--- src/rtl/core/eas_pkg.sv ---
// shared types, constants and helper function of the experience argmax selector
package eas_pkg;

  localparam int ENTRIES_DEF = 32;
  localparam int DATA_W      = 32;
  localparam int STEP_W      = 31;
  localparam int COUNT_W     = 6;
  localparam int POS_W       = 5;
  localparam int CFG_IDX_W   = 2;
  localparam int CFG_DATA_W  = 32;

  localparam logic [CFG_IDX_W-1:0] CFG_GRID_START     = 2'd0;
  localparam logic [CFG_IDX_W-1:0] CFG_GRID_STEP      = 2'd1;
  localparam logic [CFG_IDX_W-1:0] CFG_ENTRIES_IN_USE = 2'd2;

  localparam logic [DATA_W-1:0] GRID_START_RST = 32'd0;
  localparam logic [STEP_W-1:0] GRID_STEP_RST  = 31'd4096;
  localparam logic [COUNT_W-1:0] ENTRIES_RST   = 6'd32;

  localparam logic [DATA_W-1:0] POS_MAX = 32'h7fff_ffff;
  localparam logic [DATA_W-1:0] NEG_MIN = 32'h8000_0000;

  // operation applied to the entry passing the head of the ring
  typedef struct packed {
    logic add_en;
    logic cut_en;
  } eas_head_ctl_t;

  function automatic logic [DATA_W-1:0] magnitude(input logic [DATA_W-1:0] v);
    return v[DATA_W-1] ? (~v + 32'd1) : v;
  endfunction

endpackage

--- src/rtl/core/eas_cell.sv ---
// one score entry of the rotating ring, cleared at reset
module eas_cell
  import eas_pkg::*;
(
  input  logic              clk,
  input  logic              rst_n,
  input  logic              shift_en,
  input  logic [DATA_W-1:0] score_in,
  output logic [DATA_W-1:0] score_out
);

  logic [DATA_W-1:0] score_r;

  always_ff @(posedge clk) begin
    if (!rst_n) begin
      score_r <= '0;
    end else if (shift_en) begin
      score_r <= score_in;
    end
  end

  assign score_out = score_r;

endmodule

--- src/rtl/core/eas_head.sv ---
// update logic at the head of the ring: saturating add and magnitude cut
module eas_head
  import eas_pkg::*;
(
  input  eas_head_ctl_t     ctl,
  input  logic [DATA_W-1:0] score_in,
  input  logic [DATA_W-1:0] delta,
  input  logic [DATA_W-1:0] cut_mag,
  output logic [DATA_W-1:0] score_out
);

  logic [DATA_W:0]   sum;
  logic [DATA_W-1:0] sat_sum;
  logic [DATA_W-1:0] mag;
  logic [DATA_W-1:0] diff;
  logic [DATA_W-1:0] cut_val;

  always_comb begin
    sum = {score_in[DATA_W-1], score_in} + {delta[DATA_W-1], delta};
    if (sum[DATA_W] != sum[DATA_W-1]) begin
      sat_sum = sum[DATA_W] ? NEG_MIN : POS_MAX;
    end else begin
      sat_sum = sum[DATA_W-1:0];
    end

    mag  = magnitude(score_in);
    diff = (mag >= cut_mag) ? (mag - cut_mag) : (cut_mag - mag);
    if (score_in[DATA_W-1]) begin
      cut_val = ~diff + 32'd1;
    end else begin
      cut_val = diff[DATA_W-1] ? POS_MAX : diff;
    end

    if (ctl.add_en) begin
      score_out = sat_sum;
    end else if (ctl.cut_en) begin
      score_out = cut_val;
    end else begin
      score_out = score_in;
    end
  end

endmodule

--- src/rtl/core/experience_argmax_selector.sv ---
// top level of the experience argmax selector
//
// The input channel takes one signed Q16.16 experience delta per transfer.
// The delta is added, with saturation, to the score of the current best
// candidate; then the argmax over the active entries is found and every
// active score is cut by the smallest tracked magnitude. Each input transfer
// yields exactly one result transfer carrying the best candidate weight
// (grid_start + index * grid_step, saturated) and its index.
// The score table is a ring of ENTRIES cells that rotates past one update
// unit at its head. One item takes two full turns of the ring and then the
// control states ST_MSET, ST_MUL and ST_EMIT; ST_EMIT waits while the output
// register holds a stalled result. The next input transfer is taken only
// once the sequencer is back in ST_IDLE after the result is posted, so one
// item is in work at a time. The configuration port writes grid_start,
// grid_step and entries_in_use by index; the user must make writes only
// while the block is idle, which the block itself does not enforce.
// Reset (synchronous, rst_n low) clears all scores, both tracked indexes and
// the configuration to its defaults. A stalled result is held in the output
// register while the next input transfer is already taken and worked on;
// that item's result waits until the stalled one has been taken.
module experience_argmax_selector
  import eas_pkg::*;
#(
  parameter int ENTRIES = ENTRIES_DEF
) (
  input  logic                  clk,
  input  logic                  rst_n,
  input  logic                  in_valid,
  output logic                  in_stall,
  input  logic signed [DATA_W-1:0] in_experience_delta,
  output logic                  out_valid,
  input  logic                  out_stall,
  output logic signed [DATA_W-1:0] out_best_weight,
  output logic [POS_W-1:0]      out_best_position,
  input  logic                  cfg_we,
  input  logic [CFG_IDX_W-1:0]  cfg_index,
  input  logic [CFG_DATA_W-1:0] cfg_wdata
);

  localparam int IDX_W  = (ENTRIES > 2) ? $clog2(ENTRIES) : 1;
  localparam int CNT_W  = $clog2(ENTRIES + 1);
  localparam int CX_W   = CNT_W + IDX_W + COUNT_W;
  localparam int PROD_W = IDX_W + STEP_W;
  localparam int SUM_W  = PROD_W + 2;

  typedef enum logic [2:0] {
    ST_IDLE,
    ST_PASS1,
    ST_MSET,
    ST_PASS2,
    ST_MUL,
    ST_EMIT
  } state_t;

  state_t state_r;

  logic [DATA_W-1:0]  grid_start_r;
  logic [STEP_W-1:0]  grid_step_r;
  logic [COUNT_W-1:0] entries_in_use_r;

  logic [IDX_W-1:0]  best_r, smallest_r;
  logic [IDX_W-1:0]  best_use_r, small_use_r;
  logic [IDX_W-1:0]  k_r;
  logic [IDX_W-1:0]  arg_r;
  logic [CNT_W-1:0]  n_r;
  logic [DATA_W-1:0] delta_r;
  logic [DATA_W-1:0] max_r;
  logic [DATA_W-1:0] best_val_r, small_val_r;
  logic [DATA_W-1:0] m_r;
  logic [PROD_W-1:0] prod_r;
  logic              out_valid_r;
  logic [DATA_W-1:0] out_weight_r;
  logic [POS_W-1:0]  out_pos_r;

  logic [DATA_W-1:0] cell_q [ENTRIES];
  logic [DATA_W-1:0] head_out;
  eas_head_ctl_t     head_ctl;
  logic              shift_en;

  logic [CX_W-1:0]  cnt_x, n_calc_x, n_x, k_x, best_x, small_x;
  logic [CNT_W-1:0] n_calc;
  logic             k_active, k_last;
  logic             new_small;
  logic [SUM_W-1:0] wsum;
  logic [DATA_W-1:0] wsat;
  logic [IDX_W+POS_W-1:0] pos_ext;
  logic             out_free;

  // ring of score cells
  assign shift_en = (state_r == ST_PASS1) || (state_r == ST_PASS2);

  for (genvar i = 0; i < ENTRIES; i++) begin : g_cell
    logic [DATA_W-1:0] cell_in;
    if (i == ENTRIES - 1) begin : g_tail
      assign cell_in = head_out;
    end else begin : g_mid
      assign cell_in = cell_q[i+1];
    end
    eas_cell u_cell (
      .clk      (clk),
      .rst_n    (rst_n),
      .shift_en (shift_en),
      .score_in (cell_in),
      .score_out(cell_q[i])
    );
  end

  eas_head u_head (
    .ctl      (head_ctl),
    .score_in (cell_q[0]),
    .delta    (delta_r),
    .cut_mag  (m_r),
    .score_out(head_out)
  );

  always_comb begin
    cnt_x    = {{(CNT_W + IDX_W){1'b0}}, entries_in_use_r};
    if (cnt_x == '0) begin
      n_calc_x = CX_W'(1);
    end else if (cnt_x > CX_W'(ENTRIES)) begin
      n_calc_x = CX_W'(ENTRIES);
    end else begin
      n_calc_x = cnt_x;
    end
    n_calc   = n_calc_x[CNT_W-1:0];
    n_x      = {{(IDX_W + COUNT_W){1'b0}}, n_calc};
    best_x   = {{(CNT_W + COUNT_W){1'b0}}, best_r};
    small_x  = {{(CNT_W + COUNT_W){1'b0}}, smallest_r};
    k_x      = {{(CNT_W + COUNT_W){1'b0}}, k_r};
    k_active = k_x < {{(IDX_W + COUNT_W){1'b0}}, n_r};
    k_last   = k_r == IDX_W'(ENTRIES - 1);

    head_ctl.add_en = (state_r == ST_PASS1) && (k_r == best_use_r);
    head_ctl.cut_en = (state_r == ST_PASS2) && k_active;

    new_small = magnitude(best_val_r) < magnitude(small_val_r);

    wsum = {{(SUM_W - DATA_W){grid_start_r[DATA_W-1]}}, grid_start_r} + {2'b00, prod_r};
    if (wsum[SUM_W-1:DATA_W-1] == '0 || wsum[SUM_W-1:DATA_W-1] == '1) begin
      wsat = wsum[DATA_W-1:0];
    end else begin
      wsat = wsum[SUM_W-1] ? NEG_MIN : POS_MAX;
    end
    pos_ext  = {{POS_W{1'b0}}, best_r};
    out_free = !out_valid_r || !out_stall;
  end

  // configuration registers
  always_ff @(posedge clk) begin
    if (!rst_n) begin
      grid_start_r     <= GRID_START_RST;
      grid_step_r      <= GRID_STEP_RST;
      entries_in_use_r <= ENTRIES_RST;
    end else if (cfg_we) begin
      unique case (cfg_index)
        CFG_GRID_START:     grid_start_r     <= cfg_wdata[DATA_W-1:0];
        CFG_GRID_STEP:      grid_step_r      <= cfg_wdata[STEP_W-1:0];
        CFG_ENTRIES_IN_USE: entries_in_use_r <= cfg_wdata[COUNT_W-1:0];
        default: ;
      endcase
    end
  end

  // sequencer and output register
  always_ff @(posedge clk) begin
    if (!rst_n) begin
      state_r     <= ST_IDLE;
      best_r      <= '0;
      smallest_r  <= '0;
      k_r         <= '0;
      out_valid_r <= 1'b0;
    end else begin
      if (out_valid_r && !out_stall && (state_r != ST_EMIT)) begin
        out_valid_r <= 1'b0;
      end
      unique case (state_r)
        ST_IDLE: begin
          if (in_valid) begin
            delta_r     <= in_experience_delta;
            n_r         <= n_calc;
            best_use_r  <= (best_x >= n_x) ? '0 : best_r;
            small_use_r <= (small_x >= n_x) ? '0 : smallest_r;
            k_r         <= '0;
            state_r     <= ST_PASS1;
          end
        end
        ST_PASS1: begin
          if (k_r == '0) begin
            max_r <= head_out;
            arg_r <= '0;
          end else if (k_active && ($signed(head_out) > $signed(max_r))) begin
            max_r <= head_out;
            arg_r <= k_r;
          end
          if (k_r == best_use_r) begin
            best_val_r <= head_out;
          end
          if (k_r == small_use_r) begin
            small_val_r <= head_out;
          end
          if (k_last) begin
            k_r     <= '0;
            state_r <= ST_MSET;
          end else begin
            k_r <= k_r + 1'b1;
          end
        end
        ST_MSET: begin
          m_r        <= new_small ? magnitude(best_val_r) : magnitude(small_val_r);
          smallest_r <= new_small ? best_use_r : small_use_r;
          best_r     <= arg_r;
          state_r    <= ST_PASS2;
        end
        ST_PASS2: begin
          if (k_last) begin
            k_r     <= '0;
            state_r <= ST_MUL;
          end else begin
            k_r <= k_r + 1'b1;
          end
        end
        ST_MUL: begin
          prod_r  <= PROD_W'(best_r) * PROD_W'(grid_step_r);
          state_r <= ST_EMIT;
        end
        ST_EMIT: begin
          if (out_free) begin
            out_weight_r <= wsat;
            out_pos_r    <= pos_ext[POS_W-1:0];
            out_valid_r  <= 1'b1;
            state_r      <= ST_IDLE;
          end
        end
        default: state_r <= ST_IDLE;
      endcase
    end
  end

  assign in_stall          = (state_r != ST_IDLE);
  assign out_valid         = out_valid_r;
  assign out_best_weight   = out_weight_r;
  assign out_best_position = out_pos_r;

endmodule
--- config.mk ---
export PLATFORM = sky130hd
export DESIGN_NAME = experience_argmax_selector
export DESIGN_NICKNAME = d
export VERILOG_FILES = /design/src/rtl/core/eas_pkg.sv /design/src/rtl/core/eas_cell.sv /design/src/rtl/core/eas_head.sv /design/src/rtl/core/experience_argmax_selector.sv
export SDC_FILE = /design/constraint.sdc
export NUM_CORES = 2
export LEC_CHECK = 0
export BUFFER_PORTS_ARGS = -buffer_cell sky130_fd_sc_hd__buf_2
export CORE_UTILIZATION = 55
export DETAILED_ROUTE_END_ITERATION = 10
export GPL_TIMING_DRIVEN = 0
export PLACE_DENSITY_LB_ADDON = 0.2
export SYNTH_ARGS = -nofsm -noshare
export SYNTH_HDL_FRONTEND = slang
export SYNTH_SLANG_ARGS = --single-unit
export TNS_END_PERCENT = 1
--- constraint.sdc ---
create_clock -name clk -period 10.9 [get_ports clk]
set_input_delay 0.545 -clock clk [delete_from_list [all_inputs] [get_ports clk]]
set_output_delay 0.545 -clock clk [all_outputs]
set_load 0.01 [all_outputs]
# == After elaboration in Yosys (flattened, before gate mapping) ==
# Cells that the tools add are included.
# Widths: inputs -> output; s select.
# classes
div_mod_pow,0
n_mux,30
bitwise,4
n_addsub,9
n_shift,0
eq_ne,17
multipliers,1
magnitude_cmp,7
reduce_logical,31
# ops
op,count
$mux 32,14
$add 32x1->32 const B,4
$not 32->32,4
$sub 32x32->32,2
$add 32x37->38,1
$mul 5x31->36,1
$add 32x32->33,1
$ge 32x32->1,1
$gt 32x32->1,1
$lt 32x32->1,1
$mux 31,1
$mux 5,4
$pmux 3 s6,1
$reduce_and 3->1,5
$ge 5x6->1,2
$mux 3,4
$mux 6,2
$reduce_and 2->1,6
$eq 5x5->1,2
$pmux 5 s2,1
$ne 2x2->1 const B,4
$eq 7x7->1 const B,1
$logic_not 7->1,1
$eq 3x2->1 const B,2
22 further kinds,33
# totals
latch_bits,0
register_bits,1366
wordCells,151
mem_bits_rw,0
n_memories,0
rom_bits,0
in_bits,71

# == Longest topological paths before layout ==
# depth
word_depth,14
ltp_mapped,43
depth_no_buf,39

# == Hierarchy ==
# Synthesis repeated with hierarchy kept, for this count alone.
# unflattened
hier_cells,6651
area_unflattened_um2,69746.9
# by_module_without_submodules
mod,area_per_inst_um2,cells_each,seq_area_each_um2,n_inst
eas_cell,1243.7,103,640.6,32
experience_argmax_selector,21637.0,2098,9389.0,1
eas_head,8311.7,1257,0.0,1

# == Least setup slack after synthesis ==
# No wires, ideal clock.
# synth_timing
kind,register to register
start,register g_cell[0].u_cell.score_r[1]
end,"register arg_r[0], enable pin"
setup_time_ps,477
slack_ps,-607
path_stages_with_launch,41
arrival_ps,11030
t_required_ps,10423
synth_period_minus_slack_ps,11507
cell_sequence,dfxtp_1 -> inv_1 -> nand2_1 -> or4_1 -> or2_2 -> or4_1 -> or4_1 -> or3_1 -> or4_1 -> nor3_1 -> nor2_1 -> xor2_1 -> ha_1 -> buf_2 -> nand4_1 -> nor3_4 -> o211a_2 -> nor3_4 -> [... 5 more ...] -> buf_2 -> o21ai_0 -> xnor2_1 -> o221ai_1 -> nand2_1 -> ha_1 -> a21o_1 -> a21o_1 -> a21o_1 -> a21oi_1 -> nor2b_1 -> o21ai_0 -> nand2b_1 -> a21oi_1 -> nor2_1 -> a2111oi_0 -> nor3_1 -> nor3_1
# synth_between
elab_chain_cells,14
# synth_lines
item,line,text
from (decl),eas_cell.sv:12,logic [DATA_W-1:0] score_r;
from (signal assigned),eas_cell.sv:18,score_r <= score_in;
$not 32->32,eas_pkg.sv:30,return v[DATA_W-1] ? (~v + 32'd1) : v;
$add 32x1->32,eas_pkg.sv:30,
$mux 32,eas_pkg.sv:30,
$sub 32x32->32 / $ge 32x32->1 (equally long branches),eas_head.sv:27,diff = (mag >= cut_mag) ? (mag - cut_mag) : (cut_mag - mag);
$mux 32,eas_head.sv:27,
$not 32->32,eas_head.sv:29,cut_val = ~diff + 32'd1;
$add 32x1->32,eas_head.sv:29,
$mux 32,eas_head.sv:28,if (score_in[DATA_W-1]) begin
$mux 32,eas_head.sv:36,end else if (ctl.cut_en) begin
$mux 32 *,eas_head.sv:34,if (ctl.add_en) begin
via g_cell[31].cell_in[17],experience_argmax_selector.sv:93,logic [DATA_W-1:0] cell_in;
$gt 32x32->1 *,experience_argmax_selector.sv:191,end else if (k_active && ($signed(head_out) > $signed(max_r))) begin
$logic_and 1x1->1 *,experience_argmax_selector.sv:191,
$reduce_bool 2->1 (no line) *,n/a,
$reduce_and 3->1 (no line) *,n/a,
to (signal assigned),experience_argmax_selector.sv:193,arg_r <= k_r;
to (decl),experience_argmax_selector.sv:64,logic [IDX_W-1:0] arg_r;
# Mark *: on every way through the listed nets, which the timed path passes. The rest lies on a longest branch.
# A chain may end at the register's enable or synchronous reset.

# == Worst setup path in the final report ==
# layout_timing
start,register g_cell[0].u_cell.score_r[1]
end,"register max_r[3], enable pin"
# layout_between
elab_chain_cells,14
# layout_lines
item,line,text
$not 32->32,eas_pkg.sv:30,
$add 32x1->32,eas_pkg.sv:30,
$mux 32,eas_pkg.sv:30,
$sub 32x32->32 / $ge 32x32->1 (equally long branches),eas_head.sv:27,
$mux 32,eas_head.sv:27,
$not 32->32,eas_head.sv:29,
$add 32x1->32,eas_head.sv:29,
$mux 32,eas_head.sv:28,
$mux 32,eas_head.sv:36,
$mux 32 *,eas_head.sv:34,
via g_cell[31].cell_in[17],experience_argmax_selector.sv:93,
$gt 32x32->1 *,experience_argmax_selector.sv:191,
$logic_and 1x1->1 *,experience_argmax_selector.sv:191,
$reduce_bool 2->1 (no line) *,n/a,
$reduce_and 3->1 (no line) *,n/a,
to (signal assigned),experience_argmax_selector.sv:189,max_r <= head_out;
to (signal assigned),experience_argmax_selector.sv:192,max_r <= head_out;
to (decl),experience_argmax_selector.sv:67,logic [DATA_W-1:0] max_r;
# Marks and branches as above.

==> reports/qor.csv <==
stage,metric,value,unit
status,status,"finished, violations left",
status,failing checks,DRC,
global_route,vias in the first global route,51340,
clock_network,Num CTS Buffers,143,
logic_synthesis,Yosys cell types,105,
timing,post-layout minimum cycle time,10.48,ns
floorplanning,Die Ht,341.4,µm
power,pwr/cell area,151.6,nW/µm²
floorplanning,I/O Pins,110,
placement,GP Congestion,0.9955,
floorplanning,full die area,116500,µm²
placement,port bufs,108,
logic_synthesis,#FFs+latches synth,1366,
logic_synthesis,share of the synthesized area in the top cell type,35.15,%
timing,Final setup viols,0,
cells_and_area,filler instances,10068,
cells_and_area,fin area,71300,µm²
worst_setup_path,worst path bufs/invs,9,
timing,Max Clk Rate,0.09545,GHz
floorplanning,Initial Util,55.47,%
logic_synthesis,synth top area cells,"dfxtp_1 35%, nand2_1 14%, edfxtp_1 12%, a21oi_1 10%, ha_1 5.1%",
timing,final period utilization,96.11,%
worst_setup_path,crit end category,flop,
clock_network,CTS root buf,clkbuf_16,
power,Leakage Power,26.16,nW
worst_setup_path,CP startpoint kind,flop,
placement,placed standard-cell area,65960,µm²
worst_setup_path,critical path's largest stage delay,0.52,ns
floorplanning,Cell Rows,124,
worst_setup_path,R2R Path End,max_r[3]$_DFFE_PP_,
placement,pre-CTS setup slack,-0.8799,ns
logic_synthesis,Synthesized Nets,8012,
timing,Worst slew margin,7.269,%
global_route,first-pass GRT wire length,291.5,mm
timing,WHS,0.03405,ns
timing,Max Slew Vio Count,0,
drt,DRT antenna net count,0,
clock_network,number of clock sinks,1366,
clock_network,H-tree depth,4,
worst_setup_path,R2R depth,45,
logic_synthesis,Synth area leader,dfxtp_1,
clock_network,clk slew on worst S/H paths,0.06,ns
timing,clk_skew,0.03185,ns
worst_setup_path,Crit Path Max Fanout,18,
drt,DRT iter0 DRCs,4376,
worst_setup_path,Worst Path Required,11.36,ns
worst_setup_path,Reg2Reg Setup Slack,0.42,ns
logic_synthesis,register area share after synthesis,47.19,%
clock_network,"Clk Latency, worst-skew pair",0.78,ns
worst_setup_path,cell family with most CP delay,simple AND/OR/NAND/NOR gates,
timing,Final Hold Vio Count,0,
floorplanning,die width,341.4,µm
global_route,GRT Residual Overflow,0,
logic_synthesis,Mapped Area,63340,µm²
cells_and_area,Final nets,8319,
global_route,pin count of the biggest net entering global routing,38,
logic_synthesis,Most used DFF post-synth,dfxtp_1,
cells_and_area,share of layout cells above drive strength 1,6.065,%
clock_network,Clock Tree Buf Depth,3,
cells_and_area,Post-Layout Cell Count,9526,
power,VDD IR max,160.6,µV
placement,dpl cells,9219,
timing,min setup slack post-route,0.4237,ns
min_path,HP Class,input port to flop,
floorplanning,core area,114200,µm²
min_path,hold path endpoint,grid_step_r[11]$_SDFFE_PN0P_,
worst_setup_path,Critical Path Slowest Stage Cell,or4_4,
drt,vias per cell,5.674,
drt,DRC Markers,2,
placement,DPL Wire Length,145.3,mm
drt,Routed WL,189.9,mm
timing,Worst Tran Pin Value,1.391,ns
cells_and_area,area grow syn2layout,12.56,%
logic_synthesis,Async SR Flop Fraction,0,%
worst_setup_path,Setup Crit Path Kind,flop to flop,
clock_network,TritonCTS clock tree,yes,
worst_setup_path,Reg-to-Reg Start,g_cell[0].u_cell.score_out[1]$_SDFFE_PN0P_,
logic_synthesis,"EDFF count, synth",254,
min_path,HP Start,cfg_wdata[11],
timing,final setup TNS,0,ns
logic_synthesis,Synthesis Warnings,0,
logic_synthesis,"Avg Cell Area, Syn",8.345,µm²
logic_synthesis,Mapped Cells,7590,
worst_setup_path,crit path DAT,10.94,ns
drt,routed len/inst,19.94,µm
drt,DRT Pass-1 Iters,8,
global_route,initial antenna violation count,6,
drt,Via Count,54052,
min_path,WHS Path Cells,3,
run,Max Cap Viol,0,
global_route,gr usage total,32.16,%
## state kept, by name, indices dropped and copies added (netlist names), 6 cells and up
name	count
delta_r	32
entries_in_use_r	6
n_r	6
grid_step_r	31
out_best_weight	32
small_val_r	32
max_r	32
grid_start_r	32
best_val_r	32
prod_r	36
g_cell.u_cell.score_out	1024
m_r	32
## cell usage after synthesis (20+ instances only)
cell and number:
nor2b_1 35, nand2b_1 38, a21o_1 100, xor2_1 99, o21a_1 62, nand3_1 37, a21oi_1 1279, xnor2_1 126
or4_1 24, clkbuf_1 416, and2_1 86, dfxtp_1 1112, ha_1 260, nor2_1 160, mux2i_1 25, a31oi_1 44
o21bai_1 29, buf_2 20, inv_1 226, nand4_1 33, buf_1 24, fa_1 91, edfxtp_1 254, o211ai_1 22
nor3_1 50, o31ai_1 28, or3_1 35, o21ai_0 204, nand2_1 2385
## logic make-up after synthesis
logic type	synth area share (%)
xor gates and xnor gates	3.137
adders and majority gates	8.012
and+or+nand+nor	19.54
DFF	47.19
muxes	0.4306
buffers and inverters	4.362
AOI/OAI and AO/OA	17.34
## cells in the final DEF, fill, tap and decap left out, types with 91 or more instances in the layout
cell          n
a21o_1      100
a21oi_1    1273
buf_2       128
clkbuf_1    454
clkbuf_16   146
dfxtp_1    1112
edfxtp_1    254
fa_1         91
ha_1        259
inv_1       225
nand2_1    2379
nor2_1      157
o21ai_0     199
xnor2_1     124
xor2_1       96
## layout make-up
class	instances	area, µm²	area share [%]
inverters	226	848.3	1.190
diodes	1	2.502	0.003510
clock inverters	55	640.6	0.8985
plain buffers	480	1916	2.687
flip-flops and latches	1366	29890	41.92
repair buffers	162	1110	1.557
well taps	1512	1892	2.653
multi-input cells	5518	30910	43.36
clock buffers	206	4089	5.735
## per-layer routing
metal	up-vias	track usage [%]	share of wire [%]
met5	-	0	0.0090
li1	26184	-	-
met4	2	17.24	5.7
met2	1690	51.71	46
met3	426	3.911	5.9
met1	25750	42.37	43
## report_power, final
group,total [W],internal [W],switching [W]
combinational,0.000670,0.000142,0.000528
clock,0.00492,0.00279,0.00213
sequential,0.00522,0.00518,0.0000416
total,0.0108,0.00811,0.00270
## worst max-delay path by stage
stage / start / endpoint / slack, ns / cells past startpoint
6_report: g_cell[0].u_cell.score_out[1]$_SDFFE_PN0P_ / max_r[3]$_DFFE_PP_ / 0.42 / 45
3_3_place_gp: g_cell[0].u_cell.score_out[0]$_SDFFE_PN0P_ / arg_r[4]$_SDFFCE_PN0P_ / -2.66 / 36
4_1_cts: g_cell[0].u_cell.score_out[0]$_SDFFE_PN0P_ / max_r[3]$_DFFE_PP_ / 0.002 / 43
5_1_grt: g_cell[0].u_cell.score_out[1]$_SDFFE_PN0P_ / max_r[3]$_DFFE_PP_ / -0.02 / 44
2_1_floorplan: g_cell[0].u_cell.score_out[1]$_SDFFE_PN0P_ / arg_r[0]$_SDFFCE_PN0P_ / 0.51 / 40
3_5_place_dp: g_cell[0].u_cell.score_out[0]$_SDFFE_PN0P_ / arg_r[0]$_SDFFCE_PN0P_ / -0.88 / 41
## through the flow
step                      total power [W]  util, %
after floorplan                  0.005720        -
after global placement           0.005965    57.60
after detailed placement         0.005979    57.76
after CTS                         0.01084    62.32
after global routing              0.01110    62.44
final                             0.01081    62.44
## worst reg2reg max path, delay by kind of cell, from the launching register on
family                     cells  cell delay [ns]
AOI/OAI and AO/OA              9             1.76
xor gates and xnor gates       3             0.64
adders and majority gates      2             0.59
buffers and inverters          9             1.61
DFF                            1             0.39
muxes                          1             0.29
and+or+nand+nor               21             4.90
## repair_timing
| item | in CTS | in global routing |
|---|---|---|
| endpoints found under the hold margin | 41 | 0 |
| endpoints found under the setup margin | 37 | 37 |
| gates resized for setup | 16 | 27 |
| hold buffers | 38 | 0 |
| gates cloned | 0 | 0 |
| buffers inserted | 4 | 3 |
| pin swaps | 4 | 9 |
No activity file was read; power rests on OpenSTA's default activity.
